## src/hw/rtl/bfd_pkg.sv

```systemverilog
package bfd_pkg;

    // Preamble and CRC constants
    localparam logic [7:0]  SYNC_A   = 8'hAA;
    localparam logic [7:0]  SYNC_B   = 8'h44;
    localparam logic [7:0]  SYNC_C   = 8'h12;
    localparam logic [31:0] CRC_POLY = 32'hEDB8_8320;

    // Header layout (byte offsets from the first preamble byte)
    localparam int HDR_FIRST  = 4;   // count after preamble and length byte
    localparam int HDR_ID_LO  = 4;
    localparam int HDR_ID_HI  = 5;
    localparam int HDR_LEN_LO = 8;
    localparam int HDR_LEN_HI = 9;
    localparam logic [7:0] HLEN_MIN = 8'd5;

    typedef enum logic [3:0] {
        PH_SYNC_A = 4'd0,
        PH_SYNC_B = 4'd1,
        PH_SYNC_C = 4'd2,
        PH_HLEN   = 4'd3,
        PH_HEAD   = 4'd4,
        PH_DATA   = 4'd5,
        PH_CRC0   = 4'd6,
        PH_CRC1   = 4'd7,
        PH_CRC2   = 4'd8,
        PH_CRC3   = 4'd9
    } phase_t;

    // Input register contents handed to the parser
    typedef struct packed {
        logic       valid;
        logic [7:0] rx_byte;
    } in_item_t;

    // One result
    typedef struct packed {
        logic [7:0]  byte_value;
        logic        is_payload;
        logic [7:0]  payload_index;
        logic        frame_done;
        logic        crc_ok;
        logic [15:0] message_id;
        logic [8:0]  frame_length;
        logic        framing_error;
    } result_t;

    // Reflected CRC-32, one byte, LSB first
    function automatic logic [31:0] crc_byte(input logic [31:0] crc, input logic [7:0] b);
        logic [31:0] t;
        t = {24'd0, crc[7:0] ^ b};
        for (int k = 0; k < 8; k++) begin
            t = t[0] ? ((t >> 1) ^ CRC_POLY) : (t >> 1);
        end
        return {8'd0, crc[31:8]} ^ t;
    endfunction

    // CRC after the three preamble bytes from a zero start
    localparam logic [31:0] SYNC_CRC = crc_byte(crc_byte(crc_byte(32'd0, SYNC_A), SYNC_B), SYNC_C);

endpackage

```

## src/hw/rtl/bfd_in_reg.sv

```systemverilog
module bfd_in_reg (
    input  logic              aclk,
    input  logic              aresetn,
    input  logic              s_valid,
    output logic              s_ready,
    input  logic [7:0]        s_rx_byte,
    input  logic              take,
    output bfd_pkg::in_item_t item
);
    import bfd_pkg::*;

    logic       valid_reg;
    logic [7:0] byte_reg;

    // Free slot, or the held byte leaves this cycle
    assign s_ready = !valid_reg || take;

    always_ff @(posedge aclk) begin
        if (!aresetn) begin
            valid_reg <= 1'b0;
        end else if (s_valid && s_ready) begin
            valid_reg <= 1'b1;
        end else if (take) begin
            valid_reg <= 1'b0;
        end
    end

    always_ff @(posedge aclk) begin
        if (s_valid && s_ready) begin
            byte_reg <= s_rx_byte;
        end
    end

    assign item.valid   = valid_reg;
    assign item.rx_byte = byte_reg;

endmodule

```

## src/hw/rtl/bfd_crc_unit.sv

```systemverilog
module bfd_crc_unit (
    input  logic        seed_sel,    // first header byte after preamble
    input  logic [31:0] crc_in,
    input  logic [7:0]  data_in,
    output logic [31:0] crc_out
);
    import bfd_pkg::*;

    logic [31:0] seed;
    logic [31:0] t;

    // Length byte continues from the fixed preamble CRC
    assign seed = seed_sel ? SYNC_CRC : crc_in;

    always_comb begin
        t = {24'd0, seed[7:0] ^ data_in};
        for (int k = 0; k < 8; k++) begin
            t = t[0] ? ((t >> 1) ^ CRC_POLY) : (t >> 1);
        end
        crc_out = {8'd0, seed[31:8]} ^ t;
    end

endmodule

```

## src/hw/rtl/bfd_parser.sv

```systemverilog
module bfd_parser #(
    parameter int MAX_FRAME  = 256,
    parameter int HEADER_MAX = 28
) (
    input  logic              aclk,
    input  logic              aresetn,
    input  bfd_pkg::in_item_t item,
    output logic              take,
    output logic              m_valid,
    input  logic              m_ready,
    output bfd_pkg::result_t  result
);
    import bfd_pkg::*;

    localparam int CNT_MAX = (MAX_FRAME > HEADER_MAX) ? MAX_FRAME : HEADER_MAX;
    localparam int CW      = $clog2(CNT_MAX + 1);
    localparam int LW      = (CW > 8) ? CW : 8;
    localparam int FW      = (CW > 9) ? CW : 9;

    phase_t      phase_reg, phase_next;
    logic [CW-1:0] count_reg, count_next;
    logic [7:0]  hlen_reg, hlen_next;
    logic [15:0] plen_reg, plen_next;
    logic [15:0] ident_reg, ident_next;
    logic [31:0] crc_reg, crc_next;
    logic [31:0] rcrc_reg, rcrc_next;
    logic        out_valid_reg;
    result_t     res_reg, res_next;

    logic [7:0]    b;
    logic [CW-1:0] count_inc;
    logic          head_full, head_end, frame_full, data_end;
    logic [16:0]   frame_end;
    logic [LW-1:0] pidx_full;
    logic [FW-1:0] flen_full;
    logic [31:0]   crc_upd;
    logic [31:0]   rcrc_final;

    assign b    = item.rx_byte;
    assign take = item.valid && (!out_valid_reg || m_ready);

    bfd_crc_unit u_crc (
        .seed_sel (phase_reg == PH_HLEN),
        .crc_in   (crc_reg),
        .data_in  (b),
        .crc_out  (crc_upd)
    );

    assign count_inc  = count_reg + CW'(1);
    assign head_full  = count_reg >= CW'(HEADER_MAX);
    assign head_end   = LW'(count_inc) >= LW'(hlen_reg);
    assign frame_full = count_reg >= CW'(MAX_FRAME);
    assign frame_end  = {1'b0, plen_reg} + {9'd0, hlen_reg};
    assign data_end   = 17'(count_inc) >= frame_end;
    assign pidx_full  = LW'(count_reg) - LW'(hlen_reg);
    assign flen_full  = FW'(count_reg);
    assign rcrc_final = {b, rcrc_reg[23:0]};

    // Phase sequencing
    always_comb begin
        phase_next = phase_reg;
        case (phase_reg)
            PH_SYNC_A: if (b == SYNC_A) phase_next = PH_SYNC_B;
            PH_SYNC_B: phase_next = (b == SYNC_B) ? PH_SYNC_C : PH_SYNC_A;
            PH_SYNC_C: phase_next = (b == SYNC_C) ? PH_HLEN : PH_SYNC_A;
            PH_HLEN:   phase_next = (b < HLEN_MIN) ? PH_SYNC_A : PH_HEAD;
            PH_HEAD: begin
                if (head_full) begin
                    phase_next = PH_SYNC_A;
                end else if (head_end) begin
                    phase_next = (plen_next == 16'd0) ? PH_CRC0 : PH_DATA;
                end
            end
            PH_DATA: begin
                if (frame_full) begin
                    phase_next = PH_SYNC_A;
                end else if (data_end) begin
                    phase_next = PH_CRC0;
                end
            end
            PH_CRC0: phase_next = PH_CRC1;
            PH_CRC1: phase_next = PH_CRC2;
            PH_CRC2: phase_next = PH_CRC3;
            PH_CRC3: phase_next = PH_SYNC_A;
            default: phase_next = PH_SYNC_A;
        endcase
    end

    // Datapath and result
    always_comb begin
        count_next = count_reg;
        hlen_next  = hlen_reg;
        plen_next  = plen_reg;
        ident_next = ident_reg;
        crc_next   = crc_reg;
        rcrc_next  = rcrc_reg;
        res_next   = '0;
        res_next.byte_value = b;
        case (phase_reg)
            PH_SYNC_A: if (b == SYNC_A) count_next = '0;
            PH_HLEN: begin
                hlen_next  = b;
                ident_next = '0;
                plen_next  = '0;
                if (b < HLEN_MIN) begin
                    res_next.framing_error = 1'b1;
                end else begin
                    crc_next   = crc_upd;
                    count_next = CW'(HDR_FIRST);
                end
            end
            PH_HEAD: begin
                if (head_full) begin
                    res_next.framing_error = 1'b1;
                end else begin
                    crc_next = crc_upd;
                    if (count_reg == CW'(HDR_ID_LO)) begin
                        ident_next[7:0] = b;
                    end else if (count_reg == CW'(HDR_ID_HI)) begin
                        ident_next[15:8] = b;
                    end else if (count_reg == CW'(HDR_LEN_LO)) begin
                        plen_next[7:0] = b;
                    end else if (count_reg == CW'(HDR_LEN_HI)) begin
                        plen_next[15:8] = b;
                    end
                    count_next = count_inc;
                end
            end
            PH_DATA: begin
                if (frame_full) begin
                    res_next.framing_error = 1'b1;
                end else begin
                    crc_next = crc_upd;
                    res_next.is_payload    = 1'b1;
                    res_next.payload_index = pidx_full[7:0];
                    res_next.message_id    = ident_reg;
                    count_next = count_inc;
                end
            end
            PH_CRC0: rcrc_next = {24'd0, b};
            PH_CRC1: rcrc_next[15:8] = b;
            PH_CRC2: rcrc_next[23:16] = b;
            PH_CRC3: begin
                rcrc_next = rcrc_final;
                res_next.frame_done = 1'b1;
                res_next.message_id = ident_reg;
                if (rcrc_final == crc_reg) begin
                    res_next.crc_ok       = 1'b1;
                    res_next.frame_length = flen_full[8:0];
                end
            end
            default: ;
        endcase
    end

    always_ff @(posedge aclk) begin
        if (!aresetn) begin
            phase_reg     <= PH_SYNC_A;
            count_reg     <= '0;
            hlen_reg      <= '0;
            plen_reg      <= '0;
            ident_reg     <= '0;
            crc_reg       <= '0;
            rcrc_reg      <= '0;
            out_valid_reg <= 1'b0;
        end else begin
            if (take) begin
                phase_reg <= phase_next;
                count_reg <= count_next;
                hlen_reg  <= hlen_next;
                plen_reg  <= plen_next;
                ident_reg <= ident_next;
                crc_reg   <= crc_next;
                rcrc_reg  <= rcrc_next;
            end
            if (take) begin
                out_valid_reg <= 1'b1;
            end else if (m_ready) begin
                out_valid_reg <= 1'b0;
            end
        end
    end

    always_ff @(posedge aclk) begin
        if (take) begin
            res_reg <= res_next;
        end
    end

    assign m_valid = out_valid_reg;
    assign result  = res_reg;

    // Abort never coincides with a payload or end-of-frame tag
    a_err_excl: assert property (@(posedge aclk) disable iff (!aresetn)
        out_valid_reg && res_reg.framing_error |-> !res_reg.is_payload && !res_reg.frame_done)
        else $error("abort tagged together with payload or frame end");

    // A pass is only reported on the closing CRC byte
    a_ok_done: assert property (@(posedge aclk) disable iff (!aresetn)
        out_valid_reg && res_reg.crc_ok |-> res_reg.frame_done)
        else $error("crc_ok without frame_done");

    // Last CRC byte always returns to the hunt
    a_crc3_hunt: assert property (@(posedge aclk) disable iff (!aresetn)
        take && phase_reg == PH_CRC3 |=> phase_reg == PH_SYNC_A)
        else $error("no return to hunt after frame end");

    // Count never runs past the largest frame or header
    a_count_max: assert property (@(posedge aclk) disable iff (!aresetn)
        count_reg <= CW'(CNT_MAX))
        else $error("byte count out of range");

endmodule

```

## src/hw/rtl/binary_frame_deframer_crc32_top.sv

```systemverilog
// Byte-stream frame parser with CRC-32 check.
//
// Input channel (s_*): one received byte per request on s_rx_byte.
// Result channel (m_*): exactly one result per input byte: the byte echo,
// payload tag and index, frame-done with CRC pass and frame length, and
// an abort flag for short/oversized headers or frames over MAX_FRAME.
// Frames: preamble AA 44 12, header-length byte, rest of header (message
// ID at bytes 4-5, payload length at bytes 8-9, little-endian), payload,
// then a little-endian reflected CRC-32 over preamble, header and payload.
//
// Throughput: one byte per cycle unless m_ready stalls; byte-wide CRC
// update and phase logic sit between the input and result registers.
// Stall: while m_ready is low the result register holds; one more byte is
// taken into the input register, then s_ready drops until the result drains.
// Reset (aresetn low, synchronous): both registers empty, parser hunting for
// the first preamble byte, all frame state cleared.
module binary_frame_deframer_crc32_top #(
    parameter int MAX_FRAME  = 256,
    parameter int HEADER_MAX = 28
) (
    input  logic        aclk,
    input  logic        aresetn,
    input  logic        s_valid,
    output logic        s_ready,
    input  logic [7:0]  s_rx_byte,
    output logic        m_valid,
    input  logic        m_ready,
    output logic [7:0]  m_byte_value,
    output logic        m_is_payload,
    output logic [7:0]  m_payload_index,
    output logic        m_frame_done,
    output logic        m_crc_ok,
    output logic [15:0] m_message_id,
    output logic [8:0]  m_frame_length,
    output logic        m_framing_error
);
    import bfd_pkg::*;

    in_item_t item;
    logic     take;
    result_t  result;

    // Input register: decouples the sender from the parser stage
    bfd_in_reg u_in (
        .aclk      (aclk),
        .aresetn   (aresetn),
        .s_valid   (s_valid),
        .s_ready   (s_ready),
        .s_rx_byte (s_rx_byte),
        .take      (take),
        .item      (item)
    );

    // Parser: phase machine, CRC, result register
    bfd_parser #(
        .MAX_FRAME  (MAX_FRAME),
        .HEADER_MAX (HEADER_MAX)
    ) u_parser (
        .aclk    (aclk),
        .aresetn (aresetn),
        .item    (item),
        .take    (take),
        .m_valid (m_valid),
        .m_ready (m_ready),
        .result  (result)
    );

    assign m_byte_value    = result.byte_value;
    assign m_is_payload    = result.is_payload;
    assign m_payload_index = result.payload_index;
    assign m_frame_done    = result.frame_done;
    assign m_crc_ok        = result.crc_ok;
    assign m_message_id    = result.message_id;
    assign m_frame_length  = result.frame_length;
    assign m_framing_error = result.framing_error;

endmodule

```

## config.mk

```make
export PLATFORM = sky130hd
export DESIGN_NAME = binary_frame_deframer_crc32_top
export DESIGN_NICKNAME = d
export VERILOG_FILES = /design/src/hw/rtl/bfd_pkg.sv /design/src/hw/rtl/bfd_in_reg.sv /design/src/hw/rtl/bfd_crc_unit.sv /design/src/hw/rtl/bfd_parser.sv /design/src/hw/rtl/binary_frame_deframer_crc32_top.sv
export SDC_FILE = /design/constraint.sdc
export NUM_CORES = 1
export LEC_CHECK = 0
export CORE_ASPECT_RATIO = 1.75
export CORE_MARGIN = 8
export CORE_UTILIZATION = 56
export DETAILED_ROUTE_END_ITERATION = 12
export DONT_BUFFER_PORTS = 1
export PLACE_DENSITY = 0.8
export RECOVER_POWER = 25
export SYNTH_ARGS = -nofsm -noshare
export SYNTH_HDL_FRONTEND = slang
export SYNTH_SLANG_ARGS = --single-unit
```

## constraint.sdc

```tcl
create_clock -name aclk -period 5.25 [get_ports aclk]
set_clock_uncertainty 0.1 [all_clocks]
set_input_delay 0 -clock aclk [delete_from_list [all_inputs] [get_ports aclk]]
set_output_delay 0 -clock aclk [all_outputs]
set_load 0.005 [all_outputs]
```

* Word level (Yosys, flattened, before mapping)
Cells that the tools add are included.
Widths: inputs -> output; s select.
** Storage, ports and cells
- Flip-flop bits (word level) :: 164
- Output and inout bits :: 47
- Word-level logic and storage cells :: 147
** Operators by class
- Multiplexer cells :: 55
- Reductions and logical operators :: 26
- Bitwise logic cells :: 11
- $lt $le $gt $ge :: 5
- Add/subtract/negate cells :: 3
- Equality and inequality tests :: 26
** Operators by type and width (count)
- $mux 32 :: 12
- $not 13->14 :: 7
- $pmux 16 s2 :: 3
- $pmux 32 s3 :: 1
- $mux 16 :: 5
- $mux 8 :: 6
- $mux 9 :: 5
- $pmux 4 s9 :: 1
- $pmux 9 s4 :: 1
- $eq 32x32->1 :: 1
- $pmux 8 s2 :: 2
- $xor 24x32->32 :: 1
- $mux 4 :: 5
- $eq 9x3->1 const B :: 2
- $eq 9x4->1 const B :: 2
- $add 16x8->17 :: 1
- $ge 9x17->1 :: 1
- $eq 4x3->1 const B :: 4
- $logic_not 16->1 :: 1
- $not 1->14 :: 1
- $reduce_and 2->1 :: 5
- $reduce_and 5->1 :: 2
- $reduce_bool 2->1 :: 5
- $add 9x1->9 const B :: 1
- other kinds (29) :: 51

* Logic depth before layout (Yosys ltp)
- Word-level depth :: 22
- Depth in mapped cells :: 17
- Depth with buffers taken out :: 17

* Modules after synthesis
A second synthesis with hierarchy kept.
** Second synthesis, totals
- Cells, all modules :: 986
- Area, all modules :: 9729.3 um^2
** By module, submodules not included
- bfd_parser :: cells an instance 834, times used 1, seq. area each 3553.4 um^2, area each 8250.4 um^2
- bfd_crc_unit :: cells an instance 138, times used 1, seq. area each 0.0 um^2, area each 1173.6 um^2
- bfd_in_reg :: cells an instance 14, times used 1, seq. area each 260.2 um^2, area each 305.3 um^2

* Least setup slack after synthesis
No wires, ideal clock.
- Path kind :: register to register
- Start point :: reg u_parser.hlen_reg[0]
- End point :: reg u_parser.phase_reg[1]
- Setup time :: 0.136 ns
- Stages on the path, launching flop included :: 18
- Setup slack :: 1.834 ns
- Arrival time :: 3.180 ns
- Buffers on the path :: 0
- Clock period less this slack :: 3.416 ns
- Cell sequence :: dfxtp_1 ha_1 inv_1 fa_1 nor2b_1 o2111ai_1 nand2_1 nor2_1 xor2_1 ha_1 and4_1 o21ai_0 o221ai_1 o2111ai_1 a2111oi_0 a31oi_1 nor4_1 a211oi_1
** Between the ends
- Word-level cells in the longest chain between the ends :: 4
** Ends and longest elaborated chain
- from (decl) :: line bfd_parser.sv:22 : logic [7:0] hlen_reg, hlen_next;
- from (signal assigned) :: line bfd_parser.sv:170 : hlen_reg <= hlen_next;
- $add 16x8->17 :: line bfd_parser.sv:53 : assign frame_end = {1'b0, plen_reg} + {9'd0, hlen_reg};
- $ge 9x17->1 :: line bfd_parser.sv:54 : assign data_end = 17'(count_inc) >= frame_end;
- $ne 3x1->1 (no line)
- $reduce_and 4->1 (no line) *
- to (signal assigned) :: line bfd_parser.sv:168 : phase_reg <= phase_next;
- to (decl) :: line bfd_parser.sv:20 : phase_t phase_reg, phase_next;
Mark *: on every way between the ends. The rest lies on a longest branch, timed or not.
A chain may end at the register's enable or synchronous reset.

* Worst setup path in the final report
Ends and elaborated chain as after synthesis.

==> metrics.yaml <==
cts_tree: "yes"
peakVddDrop_v: 0.000200
largest_reg_flops: 45
synth_top_area_share_pct: 24.8
rows: 61
wl_per_cell_um: 20.4
synth-seq-area-share_pct: 42.5
overflow: 0
drive_gt1_share_pct: 6.22
die_x_um: 112
clk_latency_ns: 0.43
drc: 0
status: "complete, no violations"
die_area_um2: 20500
grt_max_degree: 100
startpoint_type: "flip-flop"
post_cts_buffers: 0
netlist_area_um2: 8960
io_buffers: 0
cp_max_fo: 6
htreeDepth: 4
clock_path_buffers: 2
ff2ff_setup_slack_ns: 1.07
clock-sinks: 164
clkTransAtPathRegs_ns: 0.06
vias_per_cell: 6.12
synth-edff-count: 53
holdPathStages: 1
async_flop_share_pct: 0
ios: 59
synth_common_cells: "nand2_1 (116), dfxtp_1 (111), nor2_1 (109), xnor2_1 (89), a21oi_1 (65)"
slew_viol_final: 0
grt_util_all_layers_pct: 23.8
coreArea_um2: 15800
drt-total-wl_um: 23800
initial_core_util_pct: 56.7
syn_nets: 1031
grt_pass1_wl_um: 38000
drv_cap: 0
cts_buffers: 17
worstMarginPinSlew_ns: 1.22
postSynthCellCount: 982
finalSetupViolCount: 0
fin_crit_ns: 4.18
end_kind: "flip-flop"
fin_crit_sh_pct: 79.5
cp_data_required_time_ns: 5.41
holdPathEnd: "u_in.byte_reg[0]$_DFFE_PP_"
p_leak_nw: 3.52
dieHeight_um: 183
r2r.worst_path.cells: 17
timing.fmax_mhz: 239
yosys_warnings: 0
antenna_left: 0
gp_congestion: 0.896
yosys-top-cells-area: "dfxtp_1 (25%), edfxtp_1 (18%), xnor2_1 (8.7%)"
synth-seq-cells: 164
min_from: "s_rx_byte[0]"
yosysMostFrequentCell: "nand2_1"
drtIter0Drc: 424
rsz0062_at_grt: "false"
cts-root-buf: "clkbuf_16"
ctsResizeCount: 0
dr.pass1.iters: 7
hpwl_um: 16500
final-hold-violation-count: 0
vias: 7159
powerDensity_nw_per_um2: 297
reg2reg_to: "u_parser.phase_reg[1]$_SDFFE_PN0P_"
worstHoldPathType: "in2reg"
area_growth_pct: 9.69
yosysTopAreaCell: "dfxtp_1"
synth_cell_types: 66
n_antenna_cell: 0
fin_tns_setup_ns: 0
ys.flop_type: "dfxtp_1"
cp.arrival_ns: 4.34
r2r-start: "u_parser.hlen_reg[0]$_SDFFE_PN0P_"
final_util_pct: 62.2
postSynthAreaPerCell_um2: 9.13
fin_nets: 1016
slew_headroom_pct: 19.0
antenna_found_initial: 0
criticalPathCategory: "reg2reg"
grt_pass1_vias: 7259
-- through the flow --
stage                     cells  worst slack (ns)  hold slack, ns  cell area, µm²  power, mW
after global placement     1125              1.27        -0.00105            9070       1.54
final                      1169              1.07           0.101            9830       2.92
after floorplan             982              1.83        -0.00113            8960       1.51
after detailed placement   1125              1.14        -0.00105            9070       1.55
after global routing       1169             0.717          0.0962            9830       2.99
after CTS                  1169              1.12          0.0917            9840       2.93
-- repair_timing --
action / in CTS / in global routing
hold buffers: 12 / 0
endpoints found under the hold margin: 28 / 0
endpoints found under the setup margin: 0 / 0
-- placed cells by master, fill, tap and decap left out, types with 3 or more instances in the layout --
master and count:
clkbuf_16 17, inv_1 17, xnor2_1 89, a21o_1 5, a211oi_1 17, nor2_1 109, o2111ai_1 3, nand2b_1 13
a21oi_1 65, xnor2_2 9, xor2_1 33, bufinv_16 6, o21a_1 10, nand2_1 116, nand4_1 9, a21boi_0 4
o21ai_0 23, and3_1 3, clkbuf_1 7, and2_1 37, nor4_1 11, a22oi_1 19, nor2b_1 9, buf_4 10
clkinv_2 3, dlygate4sd3_1 12, ha_1 35, nand3_1 39, dfxtp_1 111, nor3_1 19, edfxtp_1 53, mux2i_1 17
-- area by class of cell --
class                      instances  area (µm²)
sequential                       164        3810
multi-input combinational        740        4850
tap                              189         236
timing repair buffer              25         206
fill                            1247        5970
clock buffer                      22         454
inverter                          19        71.3
clock inverter                    10         203
-- worst max-delay path by stage --
stage / cells after the start / slack (ns) / end / from
finish: 17 / 1.07 / u_parser.phase_reg[1]$_SDFFE_PN0P_ / u_parser.hlen_reg[0]$_SDFFE_PN0P_
global route: 17 / 0.72 / u_parser.phase_reg[1]$_SDFFE_PN0P_ / u_parser.hlen_reg[0]$_SDFFE_PN0P_
CTS: 17 / 1.12 / u_parser.phase_reg[1]$_SDFFE_PN0P_ / u_parser.hlen_reg[0]$_SDFFE_PN0P_
detailed placement: 17 / 1.14 / u_parser.phase_reg[1]$_SDFFE_PN0P_ / u_parser.hlen_reg[0]$_SDFFE_PN0P_
global placement: 17 / 1.27 / u_parser.phase_reg[1]$_SDFFE_PN0P_ / u_parser.hlen_reg[0]$_SDFFE_PN0P_
floorplan: 17 / 1.83 / u_parser.phase_reg[1]$_SDFFE_PN0P_ / u_parser.hlen_reg[0]$_SDFFE_PN0P_
-- cells by family after synthesis --
logic type / count (synthesis) / synth area share [%]
simple gates: 386 / 20.7
xor+xnor: 133 / 14.1
fa+ha+maj: 37 / 5.33
buf+inv: 78 / 3.52
compound gates: 166 / 11.7
mux: 18 / 2.02
flops: 164 / 42.5
-- worst max-delay path, cell delays in order, from the launching register on --
cell,delay (ns)
dfxtp_1,0.40
ha_1,0.22
inv_1,0.06
fa_1,0.40
nor2b_1,0.17
o2111ai_1,0.15
nand2_1,0.09
nor2_1,0.05
xor2_1,0.15
ha_1,0.29
and4_1,0.19
o21ai_0,0.08
o221ai_1,0.18
o2111ai_1,0.12
a2111oi_0,0.59
a31oi_1,0.35
nor4_1,0.34
a211oi_1,0.08
-- power by group --
part	internal [mW]	total, mW	switching, mW	leakage (nW)
sequential	1.33	1.35	0.0210	1.40
combinational	0.0747	0.180	0.105	1.80
clock	0.902	1.39	0.490	0.318
total	2.30	2.92	0.616	3.52
-- metal layers --
metal / vias up / part of all wire, % / track usage, %
li1: 3350 / - / -
met1: 3422 / 35 / 22.4
met2: 276 / 54 / 43.2
met3: 111 / 4.9 / 5.00
met4: 0 / 7.0 / 20.3
met5: - / 0 / 0
Power figures use the tool's default switching activity.
